File: config.mk
export PLATFORM = sky130hd
export DESIGN_NAME = hsp_front_flat
export DESIGN_NICKNAME = d
export VERILOG_FILES = /design/src/design/helmert_seven_param_transform_core_macros.svh /design/src/design/hsp_pkg.sv /design/src/design/hsp_ifs.sv /design/src/design/hsp_front.sv /design/src/flat_wrapper.sv
export SDC_FILE = /design/constraint.sdc
export NUM_CORES = 1
export LEC_CHECK = 0
export ABC_CLOCK_PERIOD_IN_PS = 5980
export BUFFER_PORTS_ARGS = -buffer_cell sky130_fd_sc_hd__buf_2
export CORE_ASPECT_RATIO = 0.75
export CORE_MARGIN = 3
export CORE_UTILIZATION = 60
export CTS_CLUSTER_DIAMETER = 60
export DETAILED_ROUTE_END_ITERATION = 8
export GPL_TIMING_DRIVEN = 0
export HOLD_SLACK_MARGIN = 0.12
export PLACE_DENSITY = 0.83
export SLEW_MARGIN = 30
export SYNTH_ARGS = -nofsm -noshare
export SYNTH_HDL_FRONTEND = slang
export SYNTH_SLANG_ARGS = --single-unit
File: constraint.sdc
create_clock -name clk -period 5.98 [get_ports clk]
set_input_delay 0.598 -clock clk [delete_from_list [all_inputs] [get_ports clk]]
set_output_delay 0.598 -clock clk [all_outputs]
set_load 0.005 [all_outputs]
File: src/design/helmert_seven_param_transform_core_macros.svh
// assertion macros for the helmert transform core
`ifndef HELMERT_SEVEN_PARAM_TRANSFORM_CORE_MACROS_SVH
`define HELMERT_SEVEN_PARAM_TRANSFORM_CORE_MACROS_SVH
// same-cycle implication, off while reset is applied
`define HSP_ASSERT_NOW(label, ante, cons) \
label: assert property (@(posedge clk) disable iff (!arst_n) (ante) |-> (cons)) \
	else $error("hsp check failed: same-cycle rule");
// next-cycle implication, off while reset is applied
`define HSP_ASSERT_NEXT(label, ante, cons) \
label: assert property (@(posedge clk) disable iff (!arst_n) (ante) |=> (cons)) \
	else $error("hsp check failed: next-cycle rule");
`endif

File: src/design/hsp_pkg.sv
// shared constants for the helmert transform core
`default_nettype none
package hsp_pkg;
	localparam int PARAM_W = 24;
	localparam int CFG_DATA_W = PARAM_W;
	localparam int CFG_IDX_W = 3;

	localparam logic [CFG_IDX_W-1:0] REG_SHIFT_X = 3'd0;
	localparam logic [CFG_IDX_W-1:0] REG_SHIFT_Y = 3'd1;
	localparam logic [CFG_IDX_W-1:0] REG_SHIFT_Z = 3'd2;
	localparam logic [CFG_IDX_W-1:0] REG_ROT_X = 3'd3;
	localparam logic [CFG_IDX_W-1:0] REG_ROT_Y = 3'd4;
	localparam logic [CFG_IDX_W-1:0] REG_ROT_Z = 3'd5;
	localparam logic [CFG_IDX_W-1:0] REG_SCALE = 3'd6;
	localparam logic [CFG_IDX_W-1:0] REG_INVERSE = 3'd7;

	// scale: floor(2^92 / 1e9), rotation: floor(pi*2^61 * 2^34 / 648e9)
	localparam int KS_EXP = 92;
	localparam int KR_EXP = 95;
	localparam int KS_W = 64;
	localparam int KR_W = 59;
	localparam logic [127:0] KS_WIDE = (128'd1 << KS_EXP) / 128'd1000000000;
	localparam logic [127:0] KR_WIDE = (128'h6487ED5110B4611A << 34) / 128'd648000000000;
	localparam logic signed [KS_W-1:0] KS = KS_WIDE[KS_W-1:0];
	localparam logic signed [KR_W-1:0] KR = KR_WIDE[KR_W-1:0];

	// latency of the split multiplier
	localparam int MUL_LAT = 2;

	// point queue between front and back
	localparam int Q_DEPTH = 4;
	localparam int Q_PTR_W = 2;
	localparam logic [Q_PTR_W:0] Q_FULL = 3'd4;
endpackage
`default_nettype wire

File: src/design/hsp_ifs.sv
// point and result stream interfaces
`default_nettype none
interface hsp_point_if #(parameter int COORD_BITS = 34);
	logic valid;
	logic ready;
	logic signed [COORD_BITS-1:0] x_in;
	logic signed [COORD_BITS-1:0] y_in;
	logic signed [COORD_BITS-1:0] z_in;
	modport source (output valid, x_in, y_in, z_in, input ready);
	modport sink (input valid, x_in, y_in, z_in, output ready);
endinterface

`default_nettype wire

File: src/design/hsp_front.sv
// input side: takes points once the matrix is settled and queues them for the back end
`default_nettype none
module hsp_front #(
	parameter int COORD_BITS = 34
) (
	input  logic        clk,
	input  logic        arst_n,
	input  logic        coef_ready,
	hsp_point_if.sink   points,
	hsp_point_if.source pending
);
	logic signed [COORD_BITS-1:0] x_mem [hsp_pkg::Q_DEPTH];
	logic signed [COORD_BITS-1:0] y_mem [hsp_pkg::Q_DEPTH];
	logic signed [COORD_BITS-1:0] z_mem [hsp_pkg::Q_DEPTH];
	logic [hsp_pkg::Q_PTR_W-1:0]  wr_q;
	logic [hsp_pkg::Q_PTR_W-1:0]  rd_q;
	logic [hsp_pkg::Q_PTR_W:0]    count_q;
	logic                         push;
	logic                         pop;

	assign points.ready = coef_ready && (count_q != hsp_pkg::Q_FULL);
	assign push = points.valid && points.ready;
	assign pop = pending.valid && pending.ready;

	always_ff @(posedge clk) begin
		if (push) begin
			x_mem[wr_q] <= points.x_in;
			y_mem[wr_q] <= points.y_in;
			z_mem[wr_q] <= points.z_in;
		end
	end

	always_ff @(posedge clk or negedge arst_n) begin
		if (!arst_n) begin
			wr_q <= '0;
			rd_q <= '0;
			count_q <= '0;
		end else begin
			if (push) wr_q <= wr_q + 1'b1;
			if (pop) rd_q <= rd_q + 1'b1;
			case ({push, pop})
				2'b10:   count_q <= count_q + 1'b1;
				2'b01:   count_q <= count_q - 1'b1;
				default: count_q <= count_q;
			endcase
		end
	end

	assign pending.valid = (count_q != '0);
	assign pending.x_in = x_mem[rd_q];
	assign pending.y_in = y_mem[rd_q];
	assign pending.z_in = z_mem[rd_q];
endmodule
`default_nettype wire

File: src/flat_wrapper.sv
// flat-port wrapper written by rule: the top's interface ports become plain ports
module hsp_front_flat 
#(
	parameter int COORD_BITS = 34
)
  (clk, arst_n, coef_ready, points_valid, points_x_in, points_y_in, points_z_in, points_ready, pending_valid, pending_x_in, pending_y_in, pending_z_in, pending_ready);
  hsp_point_if #(.COORD_BITS(COORD_BITS)) points_i ();
  hsp_point_if #(.COORD_BITS(COORD_BITS)) pending_i ();
  input  logic clk;
  input  logic arst_n;
  input  logic coef_ready;
  input wire logic [$bits(points_i.valid)-1:0] points_valid;
  input wire logic [$bits(points_i.x_in)-1:0] points_x_in;
  input wire logic [$bits(points_i.y_in)-1:0] points_y_in;
  input wire logic [$bits(points_i.z_in)-1:0] points_z_in;
  output wire logic [$bits(points_i.ready)-1:0] points_ready;
  output wire logic [$bits(pending_i.valid)-1:0] pending_valid;
  output wire logic [$bits(pending_i.x_in)-1:0] pending_x_in;
  output wire logic [$bits(pending_i.y_in)-1:0] pending_y_in;
  output wire logic [$bits(pending_i.z_in)-1:0] pending_z_in;
  input wire logic [$bits(pending_i.ready)-1:0] pending_ready;
  assign points_i.valid = points_valid;
  assign points_i.x_in = points_x_in;
  assign points_i.y_in = points_y_in;
  assign points_i.z_in = points_z_in;
  assign points_ready = points_i.ready;
  assign pending_valid = pending_i.valid;
  assign pending_x_in = pending_i.x_in;
  assign pending_y_in = pending_i.y_in;
  assign pending_z_in = pending_i.z_in;
  assign pending_i.ready = pending_ready;
  hsp_front #(.COORD_BITS(COORD_BITS)) u_core (.clk(clk), .arst_n(arst_n), .coef_ready(coef_ready), .points(points_i), .pending(pending_i));
endmodule
* After elaboration in Yosys (flattened, before gate mapping)
Memories as Yosys holds them, arrays and structs flattened. Index checks and enable logic that the tools add are counted.
Word-level totals: input bits 107, register bits after elaboration 7, RAM bits 408, logic and storage cells 21, output and inout port bits 104, memories 3
Memories:
- u_core.x_mem | depth 4, bits a word 34, read ports 1, clocked after Yosys merged registers in 0, write ports 1, RTL line hsp_front.sv:12 | logic signed [COORD_BITS-1:0] x_mem [hsp_pkg::Q_DEPTH];
- u_core.y_mem | depth 4, bits a word 34, read ports 1, clocked after Yosys merged registers in 0, write ports 1, RTL line hsp_front.sv:13 | logic signed [COORD_BITS-1:0] y_mem [hsp_pkg::Q_DEPTH];
- u_core.z_mem | depth 4, bits a word 34, read ports 1, clocked after Yosys merged registers in 0, write ports 1, RTL line hsp_front.sv:14 | logic signed [COORD_BITS-1:0] z_mem [hsp_pkg::Q_DEPTH];
Operators by class: multiplexer cells 3, reductions and logical operators 5, equality and inequality tests 3, add/subtract/negate cells 4
Operators with widths (number):
- 3-bit case mux with 2 select lines | 1
- 2-bit by 1-bit adder with 2-bit output (second input constant) | 2
- 3-bit by 1-bit adder with 3-bit output (second input constant) | 1
- 1-bit logical AND | 3
- 3-bit inequality test (second input constant) | 1
- 3-bit nonzero test | 1
- 3-bit by 1-bit subtractor with 3-bit output (second input constant) | 1
- 2-bit by 1-bit == test with 1-bit output (second input constant) | 1
- 2-bit == test (second input constant) | 1
- 1-bit 2-to-1 mux | 2
- 2-bit nonzero test | 1

* Longest topological paths before layout
Gate-level depths: netlist (run 1).
depth in word-level cells 5, depth in mapped cells 9, depth with buffers taken out 9

* Worst setup path after synthesis (run 1)
No wires, ideal clock.
path kind input -> register, start in points_valid, end mem u_core.x_mem[0][0] (enable), setup slack 2129 ps, path buffers 0, arrival 3378 ps, stages on the path 3, setup time 472 ps, cell sequence nand2_1 a21oi_1 and2_1
Between the ends: longest elaborated chain between the ends 3
RTL lines:
- start: declaration | RTL line flat_wrapper.sv:12 | input wire logic [$bits(points_i.valid)-1:0] points_valid;
- 1-bit logical AND | RTL line hsp_front.sv:22 | assign push = points.valid && points.ready;
- 1-bit 2-to-1 mux | RTL line hsp_front.sv:26 | if (push) begin
- 1-bit 2-to-1 mux (not written as such) | RTL line hsp_front.sv:27 | x_mem[wr_q] <= points.x_in;
- end: declaration | RTL line hsp_front.sv:12
No other way between the ends.

* Worst setup path after layout (run 1)
start reg u_core.rd_q[1] (netlist bit), end out pending_x_in[8]
Between the ends: longest elaborated chain between the ends 1
RTL lines:
- start: declaration | RTL line hsp_front.sv:16 | logic [hsp_pkg::Q_PTR_W-1:0] rd_q;
- start signal: assignment | RTL line hsp_front.sv:40 | if (pop) rd_q <= rd_q + 1'b1;
- memory 4 x 34 bit
- end: declaration | RTL line flat_wrapper.sv:18 | output wire logic [$bits(pending_i.x_in)-1:0] pending_x_in;
No other way between the ends.

==> flow_results.xml, run 1 <==
<?xml version="1.0" encoding="UTF-8"?>
<metrics>
  <group name="sta">
    <metric name="max_clock_freq" unit="GHz">0.3655</metric>
    <metric name="timing.clock.skew" unit="ps">12.73</metric>
    <metric name="grt_setup_unrepaired" unit="">false</metric>
    <metric name="layout_min_cycle_time" unit="ps">2736</metric>
    <metric name="finalSetupViolCount" unit="">0</metric>
    <metric name="least_margin_pin_slew" unit="ps">767.7</metric>
    <metric name="max_slew_violation_total_from_the_final_report" unit="">0</metric>
    <metric name="hold_viol" unit="">0</metric>
    <metric name="fin_tns_setup" unit="ps">0</metric>
    <metric name="final_min_period_over_clock_period" unit="%">45.75</metric>
    <metric name="slew_headroom" unit="%">48.82</metric>
  </group>
  <group name="setup_path">
    <metric name="timing.critical_path.from_type" unit="">flop</metric>
    <metric name="worst-path-max-fanout" unit="">10</metric>
    <metric name="r2r_cells" unit="">4</metric>
    <metric name="critical_path.endpoint_type" unit="">output port</metric>
    <metric name="cp_num_cells" unit="">4</metric>
    <metric name="critical-path-top-delay-family" unit="">buffers and inverters</metric>
    <metric name="critical_path_buf_inv_count" unit="">3</metric>
    <metric name="timing.critical_path.from" unit="">u_core.rd_q[1]$_DFFE_PN0P_</metric>
    <metric name="worstSetupPathType" unit="">reg2out</metric>
    <metric name="timing.critical_path.mode_cell" unit="">sky130_fd_sc_hd__buf_2</metric>
    <metric name="crit_chain" unit="">buf_2, buf_2, mux4_2, buf_2</metric>
    <metric name="critical_path_required" unit="ps">5380</metric>
    <metric name="critical_path.slowest_cell" unit="">sky130_fd_sc_hd__dfrtp_1</metric>
    <metric name="regToRegStartpoint" unit="">u_core.count_q[0]$_DFFE_PN0P_</metric>
    <metric name="worst_path_max_stage_delay" unit="ps">400</metric>
    <metric name="r2r_slack" unit="ps">3610</metric>
    <metric name="timing.critical_path.arrival" unit="ps">2140</metric>
  </group>
  <group name="power">
    <metric name="power_density" unit="nW/um^2">463.0</metric>
    <metric name="switching_share" unit="%">25.83</metric>
    <metric name="power.sequential.fraction" unit="%">43.2</metric>
    <metric name="internal_power" unit="mW">6.253</metric>
    <metric name="p_comb_share" unit="%">26.8</metric>
    <metric name="power.static_leakage" unit="nW">6.255</metric>
    <metric name="irDropWorstVdd" unit="mV">0.2693</metric>
    <metric name="total_switching_power" unit="mW">2.177</metric>
    <metric name="pwr-share-clk" unit="%">30.0</metric>
  </group>
  <group name="floorplan">
    <metric name="die_area" unit="sq um">27300</metric>
    <metric name="placement_rows" unit="">49</metric>
    <metric name="chipHeight" unit="microns">143.8</metric>
    <metric name="placeableCoreArea" unit="sq um">24460</metric>
    <metric name="floorplan.initialDensity" unit="%">62.13</metric>
    <metric name="chip_width" unit="microns">189.8</metric>
    <metric name="io_pins" unit="">211</metric>
  </group>
  <group name="routing">
    <metric name="drtPass1Iterations" unit="">4</metric>
    <metric name="drc_errors" unit="">0</metric>
    <metric name="detail_route.vias_per_cell" unit="">5.914</metric>
    <metric name="vias" unit="">7055</metric>
    <metric name="wl_per_cell" unit="microns">24.94</metric>
    <metric name="antenna_left" unit="">0</metric>
    <metric name="wl" unit="microns">29760</metric>
    <metric name="drt_iter0_markers" unit="">485</metric>
  </group>
  <group name="finish">
    <metric name="post_route_cells_drive_above_1_share" unit="%">46.80</metric>
    <metric name="fin_nets" unit="">944</metric>
    <metric name="layoutNonFillerInstCount" unit="">1193</metric>
    <metric name="layout.filler_cells" unit="">1327</metric>
    <metric name="area_delta_synth_final" unit="%">19.80</metric>
  </group>
  <group name="cts">
    <metric name="cts_made_buffers" unit="">38</metric>
    <metric name="tritoncts" unit="">built</metric>
    <metric name="clk_root_buffer_cell" unit="">sky130_fd_sc_hd__clkbuf_16</metric>
    <metric name="worstSkewPairLatency" unit="ps">510</metric>
    <metric name="cts_post_setup_buffers_inserted" unit="">0</metric>
    <metric name="cts.sinks" unit="">415</metric>
    <metric name="cts_htree_levels" unit="">2</metric>
    <metric name="clk_transition_reported_paths" unit="ps">60</metric>
    <metric name="clk_path_buf_depth" unit="">3</metric>
  </group>
  <group name="place">
    <metric name="place.detailed.hpwl" unit="microns">18250</metric>
    <metric name="numPortBuffers" unit="">210</metric>
    <metric name="routabilityCongestion" unit="">0.7540</metric>
    <metric name="placed_cells_incl_taps" unit="">1121</metric>
  </group>
  <group name="synth">
    <metric name="synthArstFlopShare" unit="%">1.687</metric>
    <metric name="syn-instance-count" unit="">572</metric>
    <metric name="yosys_warnings" unit="">0</metric>
    <metric name="synth_seq_cells" unit="">415</metric>
    <metric name="postSynthNetCount" unit="">685</metric>
    <metric name="proportion_of_synthesized_chip_area_in_sequential_cells" unit="%">81.77</metric>
    <metric name="number_of_enable_flip_flop_cells_after_synthesis" unit="">408</metric>
    <metric name="syn-cell-area" unit="sq um">15200</metric>
    <metric name="distinct_cell_type_count_after_synthesis" unit="">23</metric>
    <metric name="synthesis.area_per_instance" unit="sq um">26.57</metric>
    <metric name="leading_register_cell_type_out_of_synthesis" unit="">sky130_fd_sc_hd__edfxtp_1</metric>
  </group>
  <group name="global_route">
    <metric name="grt_pass1_wl" unit="microns">45250</metric>
    <metric name="via_count_of_the_first_global_routing_pass" unit="">7614</metric>
    <metric name="largest_net_degree_at_the_start_of_global_routing" unit="">45</metric>
    <metric name="grt_use_total" unit="%">22.17</metric>
    <metric name="antenna_found_initial" unit="">4</metric>
    <metric name="global_route.overflow_total" unit="">0</metric>
  </group>
  <group name="min_path">
    <metric name="worstHoldPathCells" unit="">1</metric>
    <metric name="worst_hold_path_type" unit="">in2reg</metric>
    <metric name="min-delay-start" unit="">points_x_in[16]</metric>
  </group>
  <group name="run">
    <metric name="cap_violations" unit="">0</metric>
  </group>
  <group name="outcome">
    <metric name="result_of_the_run" unit="">finished clean</metric>
  </group>
</metrics>
## cells by family after synthesis
group	Yosys count	synth area share (%)
AO/OA/AOI/OAI	3	0.1399
XOR/XNOR	6	0.3458
adder cells (fa/ha/maj)	6	0.5433
buffers and inverters	29	1.646
flip-flops	415	81.77
multiplexers	104	15.25
AND/OR/NAND/NOR	9	0.3046
## cell usage after synthesis (2+ instances only)
master,count,area [sq um]
sky130_fd_sc_hd__mux4_2,102,2297
sky130_fd_sc_hd__buf_1,3,11.26
sky130_fd_sc_hd__buf_12,6,120.1
sky130_fd_sc_hd__nor2_1,2,7.510
sky130_fd_sc_hd__ha_1,5,62.56
sky130_fd_sc_hd__edfxtp_1,408,12250
sky130_fd_sc_hd__buf_4,4,30.03
sky130_fd_sc_hd__nand2_1,2,7.510
sky130_fd_sc_hd__and2_1,4,25.02
sky130_fd_sc_hd__xnor2_1,3,26.28
sky130_fd_sc_hd__dfrtp_1,7,175.2
sky130_fd_sc_hd__xor2_1,3,26.28
sky130_fd_sc_hd__buf_2,8,40.04
sky130_fd_sc_hd__inv_1,6,22.52
## layout make-up
class | instances | area, sq um | area share (%)
flip-flops and latches | 415 | 12430 | 68.25
multi-input cells | 128 | 2531 | 13.90
repair buffers | 219 | 1251 | 6.872
clock buffers | 49 | 1056 | 5.800
well taps | 331 | 414.1 | 2.275
clock inverters | 19 | 270.3 | 1.484
plain buffers | 23 | 227.7 | 1.251
inverters | 6 | 22.52 | 0.1237
diodes | 3 | 7.507 | 0.04123
## path summary, 6_finish.rpt
| kind | to |
|---|---|
| worst max-delay path | pending_x_in[8] |
| worst min-delay path | u_core.x_mem[1][16]$_DFFE_PP_ |
| worst max register to register | u_core.y_mem[3][21]$_DFFE_PP_ |
| worst min register to register | u_core.count_q[2]$_DFFE_PN0P_ |
| max in group asynchronous | u_core.count_q[2]$_DFFE_PN0P_ |
| min in group asynchronous | u_core.count_q[0]$_DFFE_PN0P_ |
## sequential cells by signal, indices dropped and copies added, names as in the netlist
name            flops
u_core.x_mem      136
u_core.rd_q         2
u_core.count_q      3
u_core.y_mem      136
u_core.z_mem      136
u_core.wr_q         2
## metrics by stage
step           hold WS (ps)  util [%]  setup slack (ps)  total power, mW  cell area [sq um]
5_1_grt               282.1     74.41              3144            8.789              18200
4_1_cts               276.4     74.40              3196            8.525              18200
3_3_place_gp          436.8     68.12             403.5            5.879              16660
2_1_floorplan         302.4         -              2129            5.087              15200
6_report              303.5     74.43              3244            8.431              18210
3_5_place_dp          456.2     68.94              3488            5.973              16860
## what timing repair did
| action | 4_1_cts | 5_1_grt |
|---|---|---|
| gates resized for setup | 0 | 0 |
| hold buffers | 1 | 0 |
| hold endpoints to repair | 7 | 0 |
## cell usage in the layout, fill, tap and decap left out, drive strengths merged, types with 4 or more instances in the layout
cell,netlist,routed
and2,4,4
mux4,102,102
dfrtp,7,7
clkbuf,0,49
clkinv,0,12
edfxtp,408,408
ha,5,5
bufinv,0,7
buf,23,241
inv,6,6
## routing by layer
layer / up-vias / GRT usage [%] / share of wire [%]
met3: 55 / 6.584 / 8.8
met4: 6 / 5.054 / 1.9
met5: - / 0 / 0.14
li1: 2983 / - / -
met1: 3714 / 29.43 / 39
met2: 297 / 37.41 / 50
## power by group through the flow
stage	Clock (mW)	Combinational [mW]	Sequential, mW
after detailed placement	0	2.28	3.69
final	2.53	2.26	3.64
after global placement	0	2.16	3.72
after floorplan	0	1.40	3.69
after global routing	2.69	2.44	3.66
after CTS	2.57	2.31	3.64
(Power assumes the default switching activity.)
==> inputs of run 2 (changes only) <==
- ABC_AREA: unset -> 1
- ABC_CLOCK_PERIOD_IN_PS: 5980 -> 2440
- CORE_UTILIZATION: 60 -> 52
- PLACE_DENSITY: 0.83 -> 0.76
- clock period: 5.98 -> 2.44 ns (I/O delays scaled with it)
==> flow_results.xml, run 2 <==
<?xml version="1.0" encoding="UTF-8"?>
<metrics>
  <group name="outcome">
    <metric name="result_of_the_run" unit="">finished clean</metric>
  </group>
  <group name="place">
    <metric name="placed_cells_incl_taps" unit="">1774</metric>
    <metric name="place_area" unit="sq um">17970</metric>
    <metric name="numPortBuffers" unit="">210</metric>
    <metric name="routabilityCongestion" unit="">0.7649</metric>
    <metric name="place.detailed.hpwl" unit="microns">23350</metric>
  </group>
  <group name="sta">
    <metric name="layout_min_cycle_time" unit="ps">2365</metric>
    <metric name="least_margin_pin_slew" unit="ps">736.5</metric>
    <metric name="final_min_period_over_clock_period" unit="%">96.94</metric>
    <metric name="grt_setup_unrepaired" unit="">true</metric>
    <metric name="timing.clock.skew" unit="ps">20.40</metric>
    <metric name="slew_headroom" unit="%">50.78</metric>
    <metric name="fin_tns_setup" unit="ps">0</metric>
    <metric name="finalSetupViolCount" unit="">0</metric>
    <metric name="holdWs" unit="ps">455.2</metric>
    <metric name="hold_viol" unit="">0</metric>
    <metric name="max_slew_violation_total_from_the_final_report" unit="">0</metric>
    <metric name="max_clock_freq" unit="GHz">0.4228</metric>
  </group>
  <group name="finish">
    <metric name="mostFrequentLayoutCell" unit="">sky130_fd_sc_hd__edfxtp_1</metric>
    <metric name="fin_nets" unit="">1645</metric>
    <metric name="reg.largest.list" unit="">u_core.x_mem x136, u_core.y_mem x136, u_core.z_mem x136</metric>
    <metric name="most-common-layout-cells" unit="">408 x sky130_fd_sc_hd__edfxtp_1, 306 x sky130_fd_sc_hd__nor2_1, 227 x sky130_fd_sc_hd__buf_2, 207 x sky130_fd_sc_hd__o21ai_0, 108 x sky130_fd_sc_hd__dlygate4sd3_1</metric>
    <metric name="area_delta_synth_final" unit="%">29.52</metric>
    <metric name="post_route_cells_drive_above_1_share" unit="%">23.09</metric>
    <metric name="layoutNonFillerInstCount" unit="">1952</metric>
    <metric name="layout.filler_cells" unit="">1943</metric>
    <metric name="final_design_area_no_fill" unit="sq um">20420</metric>
  </group>
  <group name="synth">
    <metric name="yosys.cell_count.top_type" unit="">sky130_fd_sc_hd__edfxtp_1</metric>
    <metric name="synth_seq_cells" unit="">415</metric>
    <metric name="yosys.area.top_type_share" unit="%">77.71</metric>
    <metric name="yosys-top-cells-count" unit="">408 x sky130_fd_sc_hd__edfxtp_1, 311 x sky130_fd_sc_hd__nor2_1, 218 x sky130_fd_sc_hd__o21ai_0</metric>
    <metric name="yosys_warnings" unit="">0</metric>
    <metric name="distinct_cell_type_count_after_synthesis" unit="">19</metric>
    <metric name="synthArstFlopShare" unit="%">1.687</metric>
    <metric name="proportion_of_synthesized_chip_area_in_sequential_cells" unit="%">78.83</metric>
    <metric name="postSynthNetCount" unit="">1262</metric>
    <metric name="syn-cell-area" unit="sq um">15770</metric>
    <metric name="synthesis.area_per_instance" unit="sq um">13.72</metric>
    <metric name="syn-instance-count" unit="">1149</metric>
    <metric name="yosys-top-cells-area" unit="">sky130_fd_sc_hd__edfxtp_1 78%, sky130_fd_sc_hd__nor2_1 7.4%, sky130_fd_sc_hd__o21ai_0 6.9%</metric>
    <metric name="leading_register_cell_type_out_of_synthesis" unit="">sky130_fd_sc_hd__edfxtp_1</metric>
    <metric name="number_of_enable_flip_flop_cells_after_synthesis" unit="">408</metric>
    <metric name="synth_top_area_cell" unit="">sky130_fd_sc_hd__edfxtp_1</metric>
  </group>
  <group name="cts">
    <metric name="worstSkewPairLatency" unit="ps">540</metric>
    <metric name="clk_transition_reported_paths" unit="ps">60</metric>
    <metric name="cts_htree_levels" unit="">2</metric>
    <metric name="tritoncts" unit="">built</metric>
    <metric name="cts.sinks" unit="">415</metric>
    <metric name="clk_root_buffer_cell" unit="">sky130_fd_sc_hd__clkbuf_16</metric>
    <metric name="cts_made_buffers" unit="">40</metric>
    <metric name="clk_path_buf_depth" unit="">3</metric>
  </group>
  <group name="run">
    <metric name="cap_violations" unit="">0</metric>
  </group>
  <group name="routing">
    <metric name="detail_route.vias_per_cell" unit="">5.400</metric>
    <metric name="wl_per_cell" unit="microns">19.35</metric>
    <metric name="wl" unit="microns">37770</metric>
    <metric name="drc_errors" unit="">0</metric>
    <metric name="antenna_left" unit="">0</metric>
    <metric name="drt_iter0_markers" unit="">905</metric>
    <metric name="vias" unit="">10540</metric>
    <metric name="drtPass1Iterations" unit="">5</metric>
  </group>
  <group name="setup_path">
    <metric name="timing.critical_path.arrival" unit="ps">2120</metric>
    <metric name="r2r_cells" unit="">7</metric>
    <metric name="worstSetupPathType" unit="">reg2out</metric>
    <metric name="worst-path-max-fanout" unit="">10</metric>
    <metric name="critical_path_required" unit="ps">2200</metric>
    <metric name="regToRegStartpoint" unit="">u_core.count_q[1]$_DFFE_PN0P_</metric>
    <metric name="worst_path_max_stage_delay" unit="ps">370</metric>
    <metric name="r2r_slack" unit="ps">170</metric>
    <metric name="critical_path.endpoint_type" unit="">output port</metric>
    <metric name="timing.rr.end" unit="">u_core.y_mem[3][24]$_DFFE_PP_</metric>
    <metric name="timing.critical_path.mode_cell" unit="">sky130_fd_sc_hd__buf_6</metric>
    <metric name="critical_path.slowest_cell" unit="">sky130_fd_sc_hd__dfrtp_1</metric>
    <metric name="crit_chain" unit="">buf_6, inv_6, buf_12, buf_8, buf_6, o21ai_1, o21ai_2, buf_2</metric>
    <metric name="timing.critical_path.from_type" unit="">flop</metric>
  </group>
  <group name="min_path">
    <metric name="worstHoldPathCells" unit="">2</metric>
    <metric name="worst_hold_path_type" unit="">in2reg</metric>
    <metric name="min-delay-start" unit="">points_x_in[0]</metric>
    <metric name="timing.hold.worst_endpoint" unit="">u_core.x_mem[1][0]$_DFFE_PP_</metric>
  </group>
  <group name="power">
    <metric name="switching_share" unit="%">33.13</metric>
    <metric name="power.static_leakage" unit="nW">7.380</metric>
    <metric name="p_comb_share" unit="%">34.0</metric>
    <metric name="irDropWorstVdd" unit="mV">0.8079</metric>
    <metric name="pwr-share-clk" unit="%">26.8</metric>
    <metric name="internal_power" unit="mW">15.02</metric>
    <metric name="power_density" unit="nW/um^2">1100</metric>
    <metric name="power.sequential.fraction" unit="%">39.2</metric>
    <metric name="total_switching_power" unit="mW">7.442</metric>
  </group>
  <group name="global_route">
    <metric name="antenna_found_initial" unit="">1</metric>
    <metric name="via_count_of_the_first_global_routing_pass" unit="">10310</metric>
    <metric name="grt_pass1_wl" unit="microns">57150</metric>
    <metric name="grt_use_total" unit="%">22.82</metric>
    <metric name="global_route.overflow_total" unit="">0</metric>
    <metric name="largest_net_degree_at_the_start_of_global_routing" unit="">22</metric>
  </group>
  <group name="floorplan">
    <metric name="placeableCoreArea" unit="sq um">29460</metric>
    <metric name="chip_width" unit="microns">207.1</metric>
    <metric name="chipHeight" unit="microns">156.8</metric>
    <metric name="die_area" unit="sq um">32460</metric>
    <metric name="io_pins" unit="">211</metric>
    <metric name="placement_rows" unit="">54</metric>
    <metric name="floorplan.initialDensity" unit="%">53.52</metric>
  </group>
</metrics>
run 2: cell count changes after synthesis, sizes merged, moves of 4 or more:
cell / delta
nand3: +4
nand2: +17
mux4: -102
nor2: +309
clkbuf: +24
and2: -4
inv: +9
o21ai: +307
buf: +20
run 2: per-stage QoR:
step	setup WS, ps	power, mW	util [%]
finish	74.67	22.47	69.32
global placement	-1380	15.79	58.91
global route	-29.45	23.70	69.32
floorplan	-214.8	12.81	-
CTS	0.1132	22.41	69.08
detailed placement	169.4	16.20	61.02
run 2: cell type report:
cell class	instances	area [sq um]	share of cell area, %
plain buffers	67	442.9	2.169
multi-input cells	652	2979	14.59
inverters	15	63.81	0.3125
flip-flops and latches	415	12430	60.86
well taps	392	490.5	2.402
clock inverters	19	201.4	0.9865
repair buffers	341	2753	13.48
clock buffers	50	1060	5.190
diodes	1	2.502	0.01225
run 2: power by group through the flow:
stage | registers (mW) | logic (mW) | clock network, mW
3_3_place_gp | 8.99 | 6.80 | 0
3_5_place_dp | 8.94 | 7.26 | 0
4_1_cts | 8.80 | 7.52 | 6.10
6_report | 8.80 | 7.64 | 6.02
5_1_grt | 8.85 | 8.43 | 6.42
2_1_floorplan | 8.94 | 3.86 | 0
run 2: worst max-delay path: cells and delay by family, from the launching register on:
kind	cells	cell delay (ps)
buffers and inverters	6	930
AOI/OAI and AO/OA	2	280
DFF	1	370
run 2: layer usage:
layer	GRT usage (%)	wire length [microns]	vias to the layer above	part of all wire, %
li1	-	-	4932	-
met1	31.24	15690	5061	42
met2	37.35	18050	475	48
met3	4.389	3003	72	8.0
met4	8.043	1028	0	2.7
met5	0	0	-	0
run 2: cells by family (layout without fill, tap and decap cells):
logic type	count (synthesis)	after routing	share of synthesized area [%]
flip-flops	415	415	78.83
XOR/XNOR	1	1	0.05557
buffers and inverters	82	492	2.698
AND/OR/NAND/NOR	337	337	8.103
other	0	1	0
AO/OA/AOI/OAI	308	308	9.794
adder cells (fa/ha/maj)	6	6	0.5238
run 2: how the worst max path moves through the flow:
| stage | from | to | slack (ps) | cells past startpoint |
|---|---|---|---|---|
| 5_1_grt | u_core.rd_q[0]$_DFFE_PN0P_ | pending_y_in[14] | -30 | 7 |
| 2_1_floorplan | u_core.count_q[0]$_DFFE_PN0P_ | u_core.x_mem[0][0]$_DFFE_PP_ | -210 | 4 |
| 6_report | u_core.rd_q[0]$_DFFE_PN0P_ | pending_y_in[14] | 70 | 8 |
| 3_3_place_gp | u_core.count_q[0]$_DFFE_PN0P_ | u_core.x_mem[0][9]$_DFFE_PP_ | -1380 | 4 |
| 3_5_place_dp | u_core.count_q[0]$_DFFE_PN0P_ | u_core.y_mem[3][23]$_DFFE_PP_ | 170 | 7 |
| 4_1_cts | u_core.rd_q[1]$_DFFE_PN0P_ | pending_z_in[17] | 0.1 | 5 |
run 2: timing repair:
item / 4_1_cts / 5_1_grt
setup buffers: 0 / 0
resized for setup: 17 / 47
hold buffers: 108 / 0
pin swaps: 1 / 0
setup endpoints to repair: 60 / 64
endpoints found under the hold margin: 419 / 0
cloned: 0 / 0
==> inputs of run 3 (changes only) <==
- MAX_ROUTING_LAYER: unset -> met4
==> flow_results.xml, run 3 (synthesis results as in run 2) <==
<?xml version="1.0" encoding="UTF-8"?>
<metrics>
  <group name="outcome">
    <metric name="result_of_the_run" unit="">finished clean</metric>
  </group>
  <group name="place">
    <metric name="routabilityCongestion" unit="">0.7751</metric>
    <metric name="place.detailed.hpwl" unit="microns">23350</metric>
    <metric name="detailedPlace.worstSlack" unit="ps">169.4</metric>
    <metric name="placed_cells_incl_taps" unit="">1774</metric>
    <metric name="numPortBuffers" unit="">210</metric>
  </group>
  <group name="finish">
    <metric name="reg.largest.list" unit="">u_core.x_mem x136, u_core.y_mem x136, u_core.z_mem x136</metric>
    <metric name="most-common-layout-cells" unit="">408 x sky130_fd_sc_hd__edfxtp_1, 306 x sky130_fd_sc_hd__nor2_1, 227 x sky130_fd_sc_hd__buf_2, 206 x sky130_fd_sc_hd__o21ai_0, 108 x sky130_fd_sc_hd__dlygate4sd3_1</metric>
    <metric name="multi_input_comb_area" unit="sq um">2979</metric>
    <metric name="area_delta_synth_final" unit="%">29.52</metric>
    <metric name="fin_nets" unit="">1645</metric>
    <metric name="layout.filler_cells" unit="">1941</metric>
    <metric name="sequential_cell_area" unit="sq um">12430</metric>
    <metric name="layoutNonFillerInstCount" unit="">1952</metric>
    <metric name="layout.core_utilization" unit="%">69.31</metric>
    <metric name="mostFrequentLayoutCell" unit="">sky130_fd_sc_hd__edfxtp_1</metric>
    <metric name="post_route_cells_drive_above_1_share" unit="%">23.03</metric>
  </group>
  <group name="power">
    <metric name="power.static_leakage" unit="nW">7.378</metric>
    <metric name="irDropWorstVdd" unit="mV">0.8070</metric>
    <metric name="pwr-share-clk" unit="%">26.8</metric>
    <metric name="power_density" unit="nW/um^2">1100</metric>
    <metric name="switching_share" unit="%">33.13</metric>
    <metric name="internal_power" unit="mW">15.02</metric>
    <metric name="total_switching_power" unit="mW">7.442</metric>
    <metric name="p_comb_share" unit="%">34.0</metric>
    <metric name="power.sequential.fraction" unit="%">39.2</metric>
  </group>
  <group name="cts">
    <metric name="cts_made_buffers" unit="">40</metric>
    <metric name="clk_path_buf_depth" unit="">3</metric>
    <metric name="clk_transition_reported_paths" unit="ps">60</metric>
    <metric name="cts.sinks" unit="">415</metric>
    <metric name="cts_htree_levels" unit="">2</metric>
    <metric name="clk_root_buffer_cell" unit="">sky130_fd_sc_hd__clkbuf_16</metric>
    <metric name="tritoncts" unit="">built</metric>
    <metric name="worstSkewPairLatency" unit="ps">540</metric>
    <metric name="cts_post_setup_buffers_inserted" unit="">0</metric>
  </group>
  <group name="floorplan">
    <metric name="placement_rows" unit="">54</metric>
    <metric name="chip_width" unit="microns">207.1</metric>
    <metric name="chipHeight" unit="microns">156.8</metric>
    <metric name="die_area" unit="sq um">32460</metric>
    <metric name="io_pins" unit="">211</metric>
    <metric name="placeableCoreArea" unit="sq um">29460</metric>
    <metric name="floorplan.initialDensity" unit="%">53.52</metric>
  </group>
  <group name="sta">
    <metric name="max_clock_freq" unit="GHz">0.4234</metric>
    <metric name="slew_headroom" unit="%">51.53</metric>
    <metric name="final_critical_path_setup_slack" unit="ps">78.21</metric>
    <metric name="hold_viol" unit="">0</metric>
    <metric name="layout_min_cycle_time" unit="ps">2362</metric>
    <metric name="finalSetupViolCount" unit="">0</metric>
    <metric name="grt_setup_unrepaired" unit="">true</metric>
    <metric name="timing.clock.skew" unit="ps">20.66</metric>
    <metric name="max_slew_violation_total_from_the_final_report" unit="">0</metric>
    <metric name="least_margin_pin_slew" unit="ps">725.4</metric>
    <metric name="final_min_period_over_clock_period" unit="%">96.79</metric>
  </group>
  <group name="setup_path">
    <metric name="critical_path.endpoint_type" unit="">output port</metric>
    <metric name="crit_chain" unit="">buf_6, inv_6, buf_12, buf_8, buf_6, o21ai_1, o21ai_2, buf_2</metric>
    <metric name="critical_path.slowest_cell" unit="">sky130_fd_sc_hd__dfrtp_1</metric>
    <metric name="timing.critical_path.arrival" unit="ps">2120</metric>
    <metric name="timing.critical_path.from_type" unit="">flop</metric>
    <metric name="critical-path-top-delay-family" unit="">buffers and inverters</metric>
    <metric name="worstSetupPathType" unit="">reg2out</metric>
    <metric name="worst-path-max-fanout" unit="">10</metric>
    <metric name="critical_path_required" unit="ps">2200</metric>
    <metric name="timing.critical_path.mode_cell" unit="">sky130_fd_sc_hd__buf_6</metric>
    <metric name="critical_path_buf_inv_count" unit="">6</metric>
    <metric name="worst_path_max_stage_delay" unit="ps">370</metric>
  </group>
  <group name="routing">
    <metric name="wl_per_cell" unit="microns">19.36</metric>
    <metric name="vias" unit="">10530</metric>
    <metric name="detail_route.vias_per_cell" unit="">5.395</metric>
    <metric name="drc_errors" unit="">0</metric>
    <metric name="drt_iter0_markers" unit="">891</metric>
    <metric name="drtPass1Iterations" unit="">5</metric>
    <metric name="wl" unit="microns">37790</metric>
    <metric name="antenna_left" unit="">0</metric>
  </group>
  <group name="global_route">
    <metric name="via_count_of_the_first_global_routing_pass" unit="">10290</metric>
    <metric name="global_route.overflow_total" unit="">0</metric>
    <metric name="grt_pass1_wl" unit="microns">57240</metric>
    <metric name="grt_use_total" unit="%">23.57</metric>
    <metric name="antenna_found_initial" unit="">1</metric>
    <metric name="largest_net_degree_at_the_start_of_global_routing" unit="">22</metric>
  </group>
  <group name="min_path">
    <metric name="worst_hold_path_type" unit="">in2reg</metric>
  </group>
  <group name="run">
    <metric name="cap_violations" unit="">0</metric>
  </group>
</metrics>
-- run 3: cell counts in the layout (fill, tap and decap cells not counted) --
Identical to the previous run, type by type.
-- run 3: cell type report --
class	count	area share, %
inverter	15	0.3125
buffer	67	2.163
multi-input combinational	652	14.59
antenna	1	0.01226
clock buffer	50	5.190
clock inverter	19	0.9866
timing repair buffer	341	13.48
sequential	415	60.86
tap	392	2.402
-- run 3: worst register-to-register path, delay by kind of cell, from the launching register on --
family	cells	cell delay (ps)
buffers and inverters	3	600
DFF	1	390
and+or+nand+nor	4	950
-- run 3: repair_timing --
action | in CTS | in global routing
hold endpoints to repair | 419 | 0
hold buffers | 108 | 0
setup endpoints to repair | 60 | 64
pin swaps | 1 | 0
gates resized for setup | 17 | 46
-- run 3: power by group through the flow --
stage | combinational (mW) | clock (mW) | sequential, mW
after floorplan | 3.86 | 0 | 8.94
after global placement | 6.80 | 0 | 8.99
after detailed placement | 7.26 | 0 | 8.94
after CTS | 7.52 | 6.10 | 8.80
after global routing | 8.43 | 6.42 | 8.85
final | 7.63 | 6.03 | 8.81
-- run 3: path summary, 6_finish.rpt --
kind | slack, ps | start | end | depth (start not counted)
min in group asynchronous | 700 | arst_n | u_core.count_q[1]$_DFFE_PN0P_ | 3
max | 80 | u_core.rd_q[0]$_DFFE_PN0P_ | pending_y_in[14] | 8
max reg2reg | 170 | u_core.count_q[1]$_DFFE_PN0P_ | u_core.y_mem[3][24]$_DFFE_PP_ | 7
max in group asynchronous | 1480 | arst_n | u_core.wr_q[0]$_DFFE_PN0P_ | 3
min | 450 | points_x_in[0] | u_core.x_mem[1][0]$_DFFE_PP_ | 2
min reg2reg | 520 | u_core.count_q[0]$_DFFE_PN0P_ | u_core.count_q[0]$_DFFE_PN0P_ | 1
-- run 3: metrics by stage --
| stage | power (mW) | TNS [ps] | hold WS [ps] | instance area, sq um |
|---|---|---|---|---|
| 5_1_grt | 23.70 | -30.95 | 450.1 | 20420 |
| 4_1_cts | 22.41 | 0 | 421.1 | 20350 |
| 3_3_place_gp | 15.79 | -537530 | 92.30 | 17350 |
| 6_report | 22.46 | 0 | 454.6 | 20420 |
| 2_1_floorplan | 12.81 | -80750 | -51.59 | 15810 |
| 3_5_place_dp | 16.20 | 0 | 91.90 | 17970 |
-- run 3: metal layers --
metal	vias to the layer above	global-route usage [%]	wire, microns
li1	4927	-	-
met1	5081	31.54	16010
met2	446	37.38	18100
met3	77	3.988	2624
met4	0	8.043	1055
met5	-	-	0
